==> src/design/rmst_pkg.sv <==
// ----------------------------------------------------------------------------
// rmst_pkg
// Shared types and codes for the sparse-table range minimum engine.
// ----------------------------------------------------------------------------
package rmst_pkg;

    localparam int FUNC_W  = 2;
    localparam int VALUE_W = 32;
    localparam int IDX_W   = 10;

    // Operation codes carried on the func field.
    localparam logic [FUNC_W-1:0] FUNC_APPEND = 2'd0;
    localparam logic [FUNC_W-1:0] FUNC_QUERY  = 2'd1;
    localparam logic [FUNC_W-1:0] FUNC_CLEAR  = 2'd2;

    // Result status codes.
    localparam logic STATUS_OK  = 1'b0;
    localparam logic STATUS_BAD = 1'b1;

    // One table entry: window minimum and the position that holds it.
    typedef struct packed {
        logic [IDX_W-1:0]          pos;
        logic signed [VALUE_W-1:0] val;
    } entry_t;

    // Commands from the controller to the datapath.
    typedef struct packed {
        logic start_append;
        logic merge;
        logic bump_count;
        logic clear_count;
        logic start_query;
        logic read_a;
        logic read_b;
        logic load_result;
    } cmd_t;

    // Status from the datapath to the controller.
    typedef struct packed {
        logic full;
        logic first_ok;
        logic next_ok;
        logic bad_query;
        logic out_free;
    } status_t;

endpackage

==> src/design/rmst_ctrl.sv <==
// ----------------------------------------------------------------------------
// rmst_ctrl
// Sequencer for appends and queries of the range minimum engine.
// ----------------------------------------------------------------------------
module rmst_ctrl (
    input  logic                          aclk,
    input  logic                          aresetn,
    input  logic                          s_valid,
    output logic                          s_ready,
    input  logic [rmst_pkg::FUNC_W-1:0]   s_func,
    input  rmst_pkg::status_t             status,
    output rmst_pkg::cmd_t                cmd
);
    import rmst_pkg::*;

    typedef enum logic [4:0] {
        ST_IDLE  = 5'b00001,
        ST_MERGE = 5'b00010,
        ST_QA    = 5'b00100,
        ST_QB    = 5'b01000,
        ST_QOUT  = 5'b10000
    } state_t;

    state_t state_reg;
    state_t state_next;

    always_comb begin
        state_next = state_reg;
        cmd        = '0;
        s_ready    = 1'b0;
        case (state_reg)
            ST_IDLE: begin
                s_ready = 1'b1;
                if (s_valid) begin
                    case (s_func)
                        FUNC_APPEND: begin
                            if (!status.full) begin
                                cmd.start_append = 1'b1;
                                if (status.first_ok) begin
                                    state_next = ST_MERGE;
                                end else begin
                                    cmd.bump_count = 1'b1;
                                end
                            end
                        end
                        FUNC_QUERY: begin
                            cmd.start_query = 1'b1;
                            state_next = status.bad_query ? ST_QOUT : ST_QA;
                        end
                        FUNC_CLEAR: begin
                            cmd.clear_count = 1'b1;
                        end
                        default: begin
                        end
                    endcase
                end
            end
            ST_MERGE: begin
                cmd.merge = 1'b1;
                if (!status.next_ok) begin
                    cmd.bump_count = 1'b1;
                    state_next     = ST_IDLE;
                end
            end
            ST_QA: begin
                cmd.read_a = 1'b1;
                state_next = ST_QB;
            end
            ST_QB: begin
                cmd.read_b = 1'b1;
                state_next = ST_QOUT;
            end
            ST_QOUT: begin
                if (status.out_free) begin
                    cmd.load_result = 1'b1;
                    state_next      = ST_IDLE;
                end
            end
            default: begin
                state_next = ST_IDLE;
            end
        endcase
    end

    always_ff @(posedge aclk) begin
        if (!aresetn) begin
            state_reg <= ST_IDLE;
        end else begin
            state_reg <= state_next;
        end
    end

    // A query always reaches the result state, and only from a read or from idle.
    a_qout_entry: assert property (@(posedge aclk) disable iff (!aresetn)
        (state_reg == ST_QB) |=> (state_reg == ST_QOUT))
        else $error("query read sequence did not reach the result state");

    a_merge_exit: assert property (@(posedge aclk) disable iff (!aresetn)
        (state_reg == ST_MERGE && !status.next_ok) |=> (state_reg == ST_IDLE))
        else $error("append did not finish after its last level");

    a_ready_idle: assert property (@(posedge aclk) disable iff (!aresetn)
        s_ready |-> (state_reg == ST_IDLE))
        else $error("input taken while a previous item is still in work");

endmodule

==> config.mk <==
export PLATFORM = sky130hd
export DESIGN_NAME = rmst_ctrl
export DESIGN_NICKNAME = d
export VERILOG_FILES = /design/src/design/rmst_pkg.sv /design/src/design/rmst_ctrl.sv
export SDC_FILE = /design/constraint.sdc
export NUM_CORES = 1
export LEC_CHECK = 0
export BUFFER_PORTS_ARGS = -buffer_cell sky130_fd_sc_hd__clkbuf_2
export CORE_AREA = 4 4 41 43
export CTS_BUF_LIST = sky130_fd_sc_hd__clkbuf_4
export DETAILED_ROUTE_END_ITERATION = 7
export DIE_AREA = 0 0 45 47
export RECOVER_POWER = 50
export SLEW_MARGIN = 40
export SYNTH_ARGS = -nofsm -noshare
export SYNTH_HDL_FRONTEND = slang
export SYNTH_SLANG_ARGS = --single-unit
==> constraint.sdc <==
create_clock -name aclk -period 1.9 [get_ports aclk]
set_input_delay 0.38 -clock aclk [delete_from_list [all_inputs] [get_ports aclk]]
set_output_delay 0.38 -clock aclk [all_outputs]
set_load 0.005 [all_outputs]
# ---- Word level (Yosys, flattened, before mapping)
# Index checks and enable logic that the tools add are counted.
dict set report word_totals {
  reg_bits 5
  latch_bits 0
  ramBits 0
  romBits 0
  in_bits 10
  out_inout_bits 9
  mem_count 0
}
dict set report op_classes {
  addsub 0
  mul 0
  div 0
  n_lt_le_gt_ge 0
  n_eq_ne 13
  shifts 0
  n_mux 27
  n_bitwise 0
  n_reduce_logical 2
}
# operator n
set op_table {}
lappend op_table {{5-bit two-way mux} 6}
lappend op_table {{5-bit one-hot mux with 5 select lines} 1}
lappend op_table {{1-bit two-way mux} 16}
lappend op_table {{5-bit one-hot mux with 2 select lines} 1}
lappend op_table {{2-bit != test, second input constant} 3}
lappend op_table {{3-bit != test, second input constant} 2}
lappend op_table {{6-bit AND reduction} 1}
lappend op_table {{5-bit by 1-bit equality test with 1-bit output, second input constant} 1}
lappend op_table {{5-bit by 2-bit equality test with 1-bit output, second input constant} 1}
lappend op_table {{5-bit by 3-bit equality test with 1-bit output, second input constant} 1}
lappend op_table {{5-bit by 4-bit equality test with 1-bit output, second input constant} 1}
lappend op_table {{5-bit equality test, second input constant} 1}
lappend op_table {{3-bit two-way mux} 1}
lappend op_table {{3-bit by 1-bit != test with 1-bit output, second input constant} 1}
lappend op_table {{2-bit by 1-bit equality test with 1-bit output, second input constant} 1}
lappend op_table {{2-bit equality test, second input constant} 1}
lappend op_table {{2-bit logical NOT} 1}
lappend op_table {{2-bit two-way mux} 1}
lappend op_table {{1-bit one-hot mux with 2 select lines} 1}

# ---- Longest topological paths before layout
# Gate-level depths: netlist of run 1.
dict set report depth {
  depth_word 5
  depth_mapped 5
  depth_no_buf 4
}

# ---- Worst setup path before layout of run 1
# Ideal clock, no wire load.
dict set report synth_timing {
  path_kind {register to output}
  start {reg state_reg[2]}
  end {out cmd[5] (netlist bit)}
  arrival_ns 1.229
  required_time_ns 1.520
  setup_slack_ns 0.291
  stages_incl_launch_ff 4
  n_path_buf 0
  cell_sequence {dfxtp_1 or3_4 or3b_4 o2bb2ai_1}
}
# element line_no
set synth_rtl {}
lappend synth_rtl {{start, declared} rmst_ctrl.sv:24} ;# state_t state_reg;
lappend synth_rtl {{start signal, assigned} rmst_ctrl.sv:89} ;# state_reg <= state_next;
lappend synth_rtl {{end, declared} rmst_ctrl.sv:12} ;# output rmst_pkg::cmd_t cmd

==> results of run 1 <==
[placed cells by master (no fill, tap or decap), types with 3 or more instances in the layout]
master and instances:
and3_1 3, buf_4 4, clkbuf_4 4, a21oi_1 3
dfxtp_2 3, nor2_1 5, nand2_1 4, clkbuf_2 17
[cells by family (layout without fill, tap and decap cells)]
family | after synthesis | count (layout) | synth area share
simple gates | 30 | 30 | 0.507
buf+inv | 3 | 28 | 0.0340
flops | 5 | 5 | 0.272
mux | 1 | 1 | 0.0272
compound gates | 8 | 8 | 0.160
[repair_timing]
action | CTS | global route
pin swaps | 2 | 2
gates cloned | 0 | 0
gates resized for setup | 5 | 3
buffers inserted | 3 | 1
setup endpoints to repair | 2 | 3
[through the flow]
step	TNS, ns	hold slack [ns]	instances	utilization	total power, uW
3_3_place_gp	0	0.511	79	0.363	305
5_1_grt	-0.129	0.426	87	0.428	513
2_1_floorplan	0	0.458	47	-	254
6_report	-0.0342	0.418	87	0.428	483
4_1_cts	-0.0739	0.391	86	0.416	475
3_5_place_dp	0	0.530	79	0.363	305
[worst reg2reg max path, stage by stage (launching register included)]
cell     delay (ns)
dfxtp_2        0.31
or3_4          0.38
buf_4          0.14
a21oi_1        0.18
a21oi_1        0.14
and4_1         0.24
[area by class of cell]
type                    instances  area (sq um)  area share
inverters                       2          8.76      0.0157
repair buffers                 22           120       0.216
clock buffers                   4          30.0      0.0539
flip-flops and latches          5           104       0.187
multi-input cells              39           275       0.494
well taps                      15          18.8      0.0337
[worst paths after layout]
path                                                 from                         to  slack [ns]
worst max-delay path            state_reg[0]$_SDFFE_PN1P_                     cmd[5]       -0.03
worst min-delay path                              aresetn  state_reg[0]$_SDFFE_PN1P_        0.42
worst max register to register  state_reg[0]$_SDFFE_PN1P_  state_reg[2]$_SDFFE_PN0P_        0.40
worst min register to register  state_reg[4]$_SDFFE_PN0P_  state_reg[4]$_SDFFE_PN0P_        0.55
[power breakdown]
part | leakage [uW] | switching, uW | internal (uW)
Sequential | 0.0000413 | 15.9 | 122
Clock | 0.0000184 | 45.1 | 93.7
Combinational | 0.000189 | 107 | 99.4
[routing by layer]
metal | vias to the layer above | GRT usage
li1 | 223 | -
met1 | 205 | 0.120
met2 | 32 | 0.184
met3 | 5 | 0.0268
met4 | 0 | 0.105
met5 | - | 0
==> results.yml, run 1 <==
run_status:
  status: "finished with violations"
  failed_checks: "negative setup slack"
die:
  row_count: 13
  initial_core_util: 0.283
  io_pins: 19
  die_area_sq_um: 2120
  fp.coreArea_sq_um: 1300
  fp.dieW_um: 45
  die_h_um: 47
routing:
  firstDrtPassIters: 4
  routed_via_density: 5.34
  wl_met2_um: 534
  dr.first_iter.drc_count: 8
  dr.max_layer_used: "met4"
  post-route-drc-count: 0
  vias: 465
  wl_met1_um: 414
  wire_per_inst_um: 12.5
  wirelength_um: 1090
  dr_wl_met3_um: 103
  ant_nets: 0
worst_hold_path:
  min_path_cells: 2
  worstHoldPathType: "input pin to register"
synth:
  yosysWarnings: 0
  yosysTopAreaCell: "dfxtp_1"
  synth.avg_cell_area_sq_um: 7.83
  ys_seq_area_frac: 0.272
  synth_cell_types: 30
  synth.most_common_cell: "nor2_1"
  synth_top_area_share: 0.272
  synth_flop_cell: "dfxtp_1"
  synth_nets: 57
  synth_common_cells: "6 x nor2_1, 5 x dfxtp_1, 4 x nand2_1"
  netlist_area_sq_um: 368
  synth-seq-cells: 5
  async_flop_share: 0
  synthCells: 47
  synth_edf_count: 0
  synth.area.top_cells: "dfxtp_1 27%, nor2_1 6.1%, and3_1 5.1%"
power:
  p_per_area_nw_per_um2: 867
  p_leak_uw: 0.000249
  vdd_ir_drop_max_mv: 0.563
timing:
  fin_ws_ns: -0.0342
  worstMarginPinSlew_ns: 0.409
  report.final.slew_viol_count: 0
  max_freq_ghz: 0.517
  setup_viol_count_final: 1
  min_period_ns: 1.93
  rsz0062_at_grt: "yes"
  slew_headroom: 0.728
  skew_ns: 0.00823
  finalCritPeriodShare: 1.02
  hold_viol_final: 0
worst_setup_path:
  path_cells: "or3_4 > or3b_4 > o2bb2ai_2 > buf_2"
  critPathLaunchType: "register"
  cp.required_ns: 1.52
  cp.arrival_ns: 1.55
  cp.depth: 4
  slowest_delay_ns: 0.40
  slowest_stage: "or3b_4"
  crit_buf_inv: 1
  critPathKind: "register to output pin"
  critPathTopFamily: "simple AND/OR/NAND/NOR gates"
  r2r_cells: 5
  cp_max_fo: 2
  cp-end-kind: "output pin"
place:
  portBuffers: 18
  gp_congestion: 0.720
  placed_area_sq_um: 473
  dpl.hpwl_um: 815
  place_ws_ns: 0.150
grt:
  grt_max_degree: 8
  grt_pass1_vias: 460
  grt_use_total: 0.113
  grt_pass1_wl_um: 1710
  grt_overflow: 0
  antenna_found_initial: 0
final_layout:
  nets: 83
  n_antenna_cell: 0
  fillCellCount: 149
  drive_gt1_frac: 0.500
  area_growth_pct: 51.4
  final_cell_area_sq_um: 557
  largest_register_ffs: 5
clock_tree:
  clock-sinks: 5
  cts_tree: "yes"
  root_buffer: "clkbuf_4"
  clk_latency_ns: 0.25
  cts_buffers: 3
  cts-hold-fix-buffers: 0
  clkTransAtPathRegs_ns: 0.04
  clockBufferDepth: 2
  cts-htree-levels: 1
flow_run:
  max-cap-violations: 0
No activity file was read; power rests on OpenSTA's default activity.
==> run 2, diff against run 1 <==
--- a/config.mk
+++ b/config.mk
@@ -10,8 +10,10 @@
 export CTS_BUF_LIST = sky130_fd_sc_hd__clkbuf_4
 export DETAILED_ROUTE_END_ITERATION = 7
 export DIE_AREA = 0 0 45 47
+export HOLD_SLACK_MARGIN = 0.03
 export RECOVER_POWER = 50
 export SLEW_MARGIN = 40
 export SYNTH_ARGS = -nofsm -noshare
 export SYNTH_HDL_FRONTEND = slang
 export SYNTH_SLANG_ARGS = --single-unit
+export TNS_END_PERCENT = 20
==> results.yml, run 2 (same netlist as run 1, synthesis figures left out) <==
final_layout:
  nets: 82
  n_antenna_cell: 0
  layout_common_cells: "17 x clkbuf_2, 6 x nor2_1, 4 x nand2_1, 4 x clkbuf_4"
  area_growth_pct: 48.6
  layout_commonest_cell: "clkbuf_2"
  drive_gt1_frac: 0.479
  largest_register_ffs: 5
  instances_no_fill: 86
power:
  p_leak_uw: 0.000244
  p_per_area_nw_per_um2: 861
  vdd_ir_drop_max_mv: 0.574
clock_tree:
  clockBufferDepth: 2
  cts-htree-levels: 1
  clkTransAtPathRegs_ns: 0.04
  clock-sinks: 5
  cts_buffers: 3
  cts_tree: "yes"
  root_buffer: "clkbuf_4"
  clk_latency_ns: 0.25
timing:
  min_period_ns: 1.95
  worstMarginPinSlew_ns: 0.403
  rsz0062_at_grt: "yes"
  tns_ns: -0.0491
  report.final.slew_viol_count: 0
  hold_viol_final: 0
  finalCritPeriodShare: 1.03
  fin_ws_ns: -0.0491
  max_freq_ghz: 0.513
  skew_ns: 0.00820
  slew_headroom: 0.732
  setup_viol_count_final: 1
worst_hold_path:
  worstHoldPathType: "input pin to register"
worst_setup_path:
  cp.arrival_ns: 1.57
  path_cells: "or3_4 > or3b_4 > o2bb2ai_2 > buf_2"
  slowest_delay_ns: 0.40
  cp.required_ns: 1.52
  critPathLaunchType: "register"
  cp_max_fo: 3
  cp-end-kind: "output pin"
  slowest_stage: "or3b_4"
  critPathKind: "register to output pin"
place:
  dpl.hpwl_um: 815
  place_ws_ns: 0.150
  dp.cells: 79
  portBuffers: 18
  gp_congestion: 0.720
routing:
  routed_via_density: 5.23
  firstDrtPassIters: 4
  wirelength_um: 1040
  dr.first_iter.drc_count: 7
  ant_nets: 0
  post-route-drc-count: 0
  vias: 450
  wire_per_inst_um: 12.0
die:
  fp.dieW_um: 45
  io_pins: 19
  die_area_sq_um: 2120
  row_count: 13
  fp.coreArea_sq_um: 1300
  die_h_um: 47
  initial_core_util: 0.283
grt:
  grt_max_degree: 8
  grt_pass1_vias: 460
  antenna_found_initial: 0
  grt_use_total: 0.113
  grt_overflow: 0
  grt_pass1_wl_um: 1710
run_status:
  failed_checks: "negative setup slack"
  status: "finished with violations"
flow_run:
  max-cap-violations: 0
[run 2: changes by cell type in the layout (fill, tap and decap cells not counted)]
cell / delta
nor2_2: -1
nor2_1: +1
buf_4: -1
[run 2: repair_timing]
action,CTS,global route
hold buffers,0,0
pin swaps,2,2
setup buffers,2,1
endpoints found under the hold margin,0,0
endpoints found under the setup margin,2,3
resized for setup,5,2
[run 2: metal layers]
| layer | vias to the layer above | track usage | routed length (um) |
|---|---|---|---|
| li1 | 221 | - | - |
| met5 | - | 0 | 0 |
| met2 | 26 | 0.184 | 487 |
| met3 | 4 | 0.0268 | 89 |
| met1 | 199 | 0.120 | 427 |
| met4 | 0 | 0.105 | 31 |
[run 2: cell type report]
class / instances / area [sq um]
Timing Repair Buffer: 21 / 113
Clock buffer: 4 / 30.0
Fill cell: 148 / 754
Tap cell: 15 / 18.8
Multi-Input combinational cell: 39 / 273
Inverter: 2 / 8.76
Sequential cell: 5 / 104
[run 2: path summary, 6_finish.rpt]
path,from,end,depth (start not counted),slack [ns]
setup / recovery,state_reg[0]$_SDFFE_PN1P_,cmd[5],4,-0.05
hold / removal,aresetn,state_reg[0]$_SDFFE_PN1P_,2,0.41
setup reg to reg,state_reg[1]$_SDFFE_PN0P_,state_reg[2]$_SDFFE_PN0P_,4,0.47
hold reg to reg,state_reg[4]$_SDFFE_PN0P_,state_reg[4]$_SDFFE_PN0P_,2,0.53
[run 2: metrics by stage]
step | hold slack, ns | total power, uW | utilization | area, sq um
2_1_floorplan | 0.458 | 254 | - | 368
3_3_place_gp | 0.511 | 305 | 0.363 | 473
3_5_place_dp | 0.530 | 305 | 0.363 | 473
4_1_cts | 0.391 | 466 | 0.411 | 534
5_1_grt | 0.426 | 499 | 0.420 | 547
6_report | 0.413 | 471 | 0.420 | 547
[run 2: critical path: cells and delay by family, from the launching register on]
| family | cells | cell delay (ns) |
|---|---|---|
| flip-flops | 1 | 0.31 |
| buffers and inverters | 1 | 0.12 |
| AND/OR/NAND/NOR | 2 | 0.79 |
| AO/OA/AOI/OAI | 1 | 0.11 |
[run 2: where the power goes]
group	switching [uW]	total [uW]	leakage (uW)	internal, uW
clock	47.1	141	0.0000184	93.8
combinational	103	194	0.000184	90.7
sequential	13.9	136	0.0000413	122
total	164	471	0.000244	306
==> run 3, diff against run 2 <==
==> constraint.sdc (replaced) <==
create_clock -name aclk -period 2.3 [get_ports aclk]
set_input_delay 0.46 -clock aclk [delete_from_list [all_inputs] [get_ports aclk]]
set_output_delay 0.46 -clock aclk [all_outputs]
set_load 0.005 [all_outputs]
==> results.yml, run 3 (same netlist as run 1, synthesis figures left out) <==
grt:
  grt_pass1_vias: 438
  grt_pass1_wl_um: 1660
  antenna_found_initial: 0
  grt_overflow: 0
  grt_max_degree: 8
  grt_use_total: 0.109
die:
  fp.coreArea_sq_um: 1300
  die_area_sq_um: 2120
  io_pins: 19
  initial_core_util: 0.283
  fp.dieW_um: 45
  die_h_um: 47
  row_count: 13
worst_setup_path:
  crit_buf_inv: 1
  critPathTopFamily: "simple AND/OR/NAND/NOR gates"
  slowest_stage: "or3_4"
  cp_max_fo: 5
  cp.required_ns: 1.84
  path_cells: "or3_4 > or3b_4 > o2bb2ai_1 > clkbuf_2"
  cp-end-kind: "output pin"
  slowest_delay_ns: 0.40
  cp.arrival_ns: 1.62
  critPathKind: "register to output pin"
  critPathLaunchType: "register"
routing:
  wirelength_um: 947
  vias: 424
  post-route-drc-count: 0
  wire_per_inst_um: 11.4
  dr.first_iter.drc_count: 9
  ant_nets: 0
  firstDrtPassIters: 3
  routed_via_density: 5.11
clock_tree:
  cts-hold-fix-buffers: 0
  cts_buffers: 3
  cts_tree: "yes"
  cts_setup_buffers: 0
  clk_latency_ns: 0.24
  ctsResizeCount: 0
  root_buffer: "clkbuf_4"
  clock-sinks: 5
  clkTransAtPathRegs_ns: 0.04
  cts-htree-levels: 1
  clockBufferDepth: 2
power:
  p_total_uw: 354
  vdd_ir_drop_max_mv: 0.241
  p_per_area_nw_per_um2: 711
  p_leak_uw: 0.000223
final_layout:
  layout_common_cells: "17 x clkbuf_2, 6 x nor2_1, 5 x dfxtp_1"
  seqCellArea_sq_um: 100
  n_antenna_cell: 0
  largest_register_ffs: 5
  drive_gt1_frac: 0.368
  area_growth_pct: 35.4
  layout_commonest_cell: "clkbuf_2"
  fillCellCount: 161
  nets: 79
  multi_input_area_sq_um: 251
timing:
  tns_ns: 0
  rsz0062_at_grt: "no"
  report.final.slew_viol_count: 0
  worstMarginPinSlew_ns: 0.390
  hold_viol_final: 0
  slew_headroom: 0.740
  min_period_ns: 2.08
  setup_viol_count_final: 0
  max_freq_ghz: 0.481
  skew_ns: 0.00467
  finalCritPeriodShare: 0.903
place:
  portBuffers: 18
  gp_congestion: 0.720
  dpl.hpwl_um: 814
flow_run:
  max-cap-violations: 0
worst_hold_path:
  worstHoldPathType: "input pin to register"
run_status:
  status: "finished, final reports clean"
run 3: cell count changes in the layout (fill, tap and decap cells not counted):
cell / change
buf_2: -1
clkbuf_1: +1
o2bb2ai_1: +1
nor4_4: -1
dfxtp_1: +3
buf_4: -3
nor4_1: +1
o2bb2ai_2: -1
dfxtp_2: -3
run 3: power by group:
part	internal, uW	switching (uW)
logic	57.5	70.1
clock network	77.3	35.1
registers	99.4	14.8
total	234	120
run 3: metal layers:
| metal | vias up | share of wire | GRT usage |
|---|---|---|---|
| met4 | 0 | 0.020 | 0.0877 |
| met1 | 192 | 0.46 | 0.129 |
| met5 | - | 0 | 0 |
| li1 | 215 | - | - |
| met3 | 2 | 0.067 | 0.0230 |
| met2 | 15 | 0.45 | 0.169 |
run 3: final timing paths:
| kind | start | to | slack [ns] | depth (start not counted) |
|---|---|---|---|---|
| worst min-delay path | aresetn | state_reg[0]$_SDFFE_PN1P_ | 0.49 | 2 |
| worst max register to register | state_reg[4]$_SDFFE_PN0P_ | state_reg[1]$_SDFFE_PN0P_ | 0.86 | 4 |
| worst max-delay path | state_reg[2]$_SDFFE_PN0P_ | cmd[5] | 0.22 | 4 |
| worst min register to register | state_reg[4]$_SDFFE_PN0P_ | state_reg[4]$_SDFFE_PN0P_ | 0.52 | 2 |
run 3: cell type report:
type,count,share of cell area
timing repair buffer,18,0.178
sequential,5,0.201
inverter,2,0.0176
multi-input combinational,39,0.505
clock buffer,4,0.0603
tap,15,0.0377
run 3: worst reg2reg max path: cells and delay by family, from the launching register on:
family          cells  cell delay (ns)
compound gates      3             0.57
flops               1             0.40
simple gates        1             0.37
run 3: through the flow:
stage	cells	hold WS, ns	instance area, sq um	util	setup slack (ns)
finish	83	0.494	498	0.383	0.223
global route	83	0.498	498	0.383	0.147
CTS	83	0.475	503	0.387	0.213
detailed placement	79	0.524	473	0.363	0.469
global placement	79	0.511	473	0.363	0.487
floorplan	47	0.483	368	-	0.611
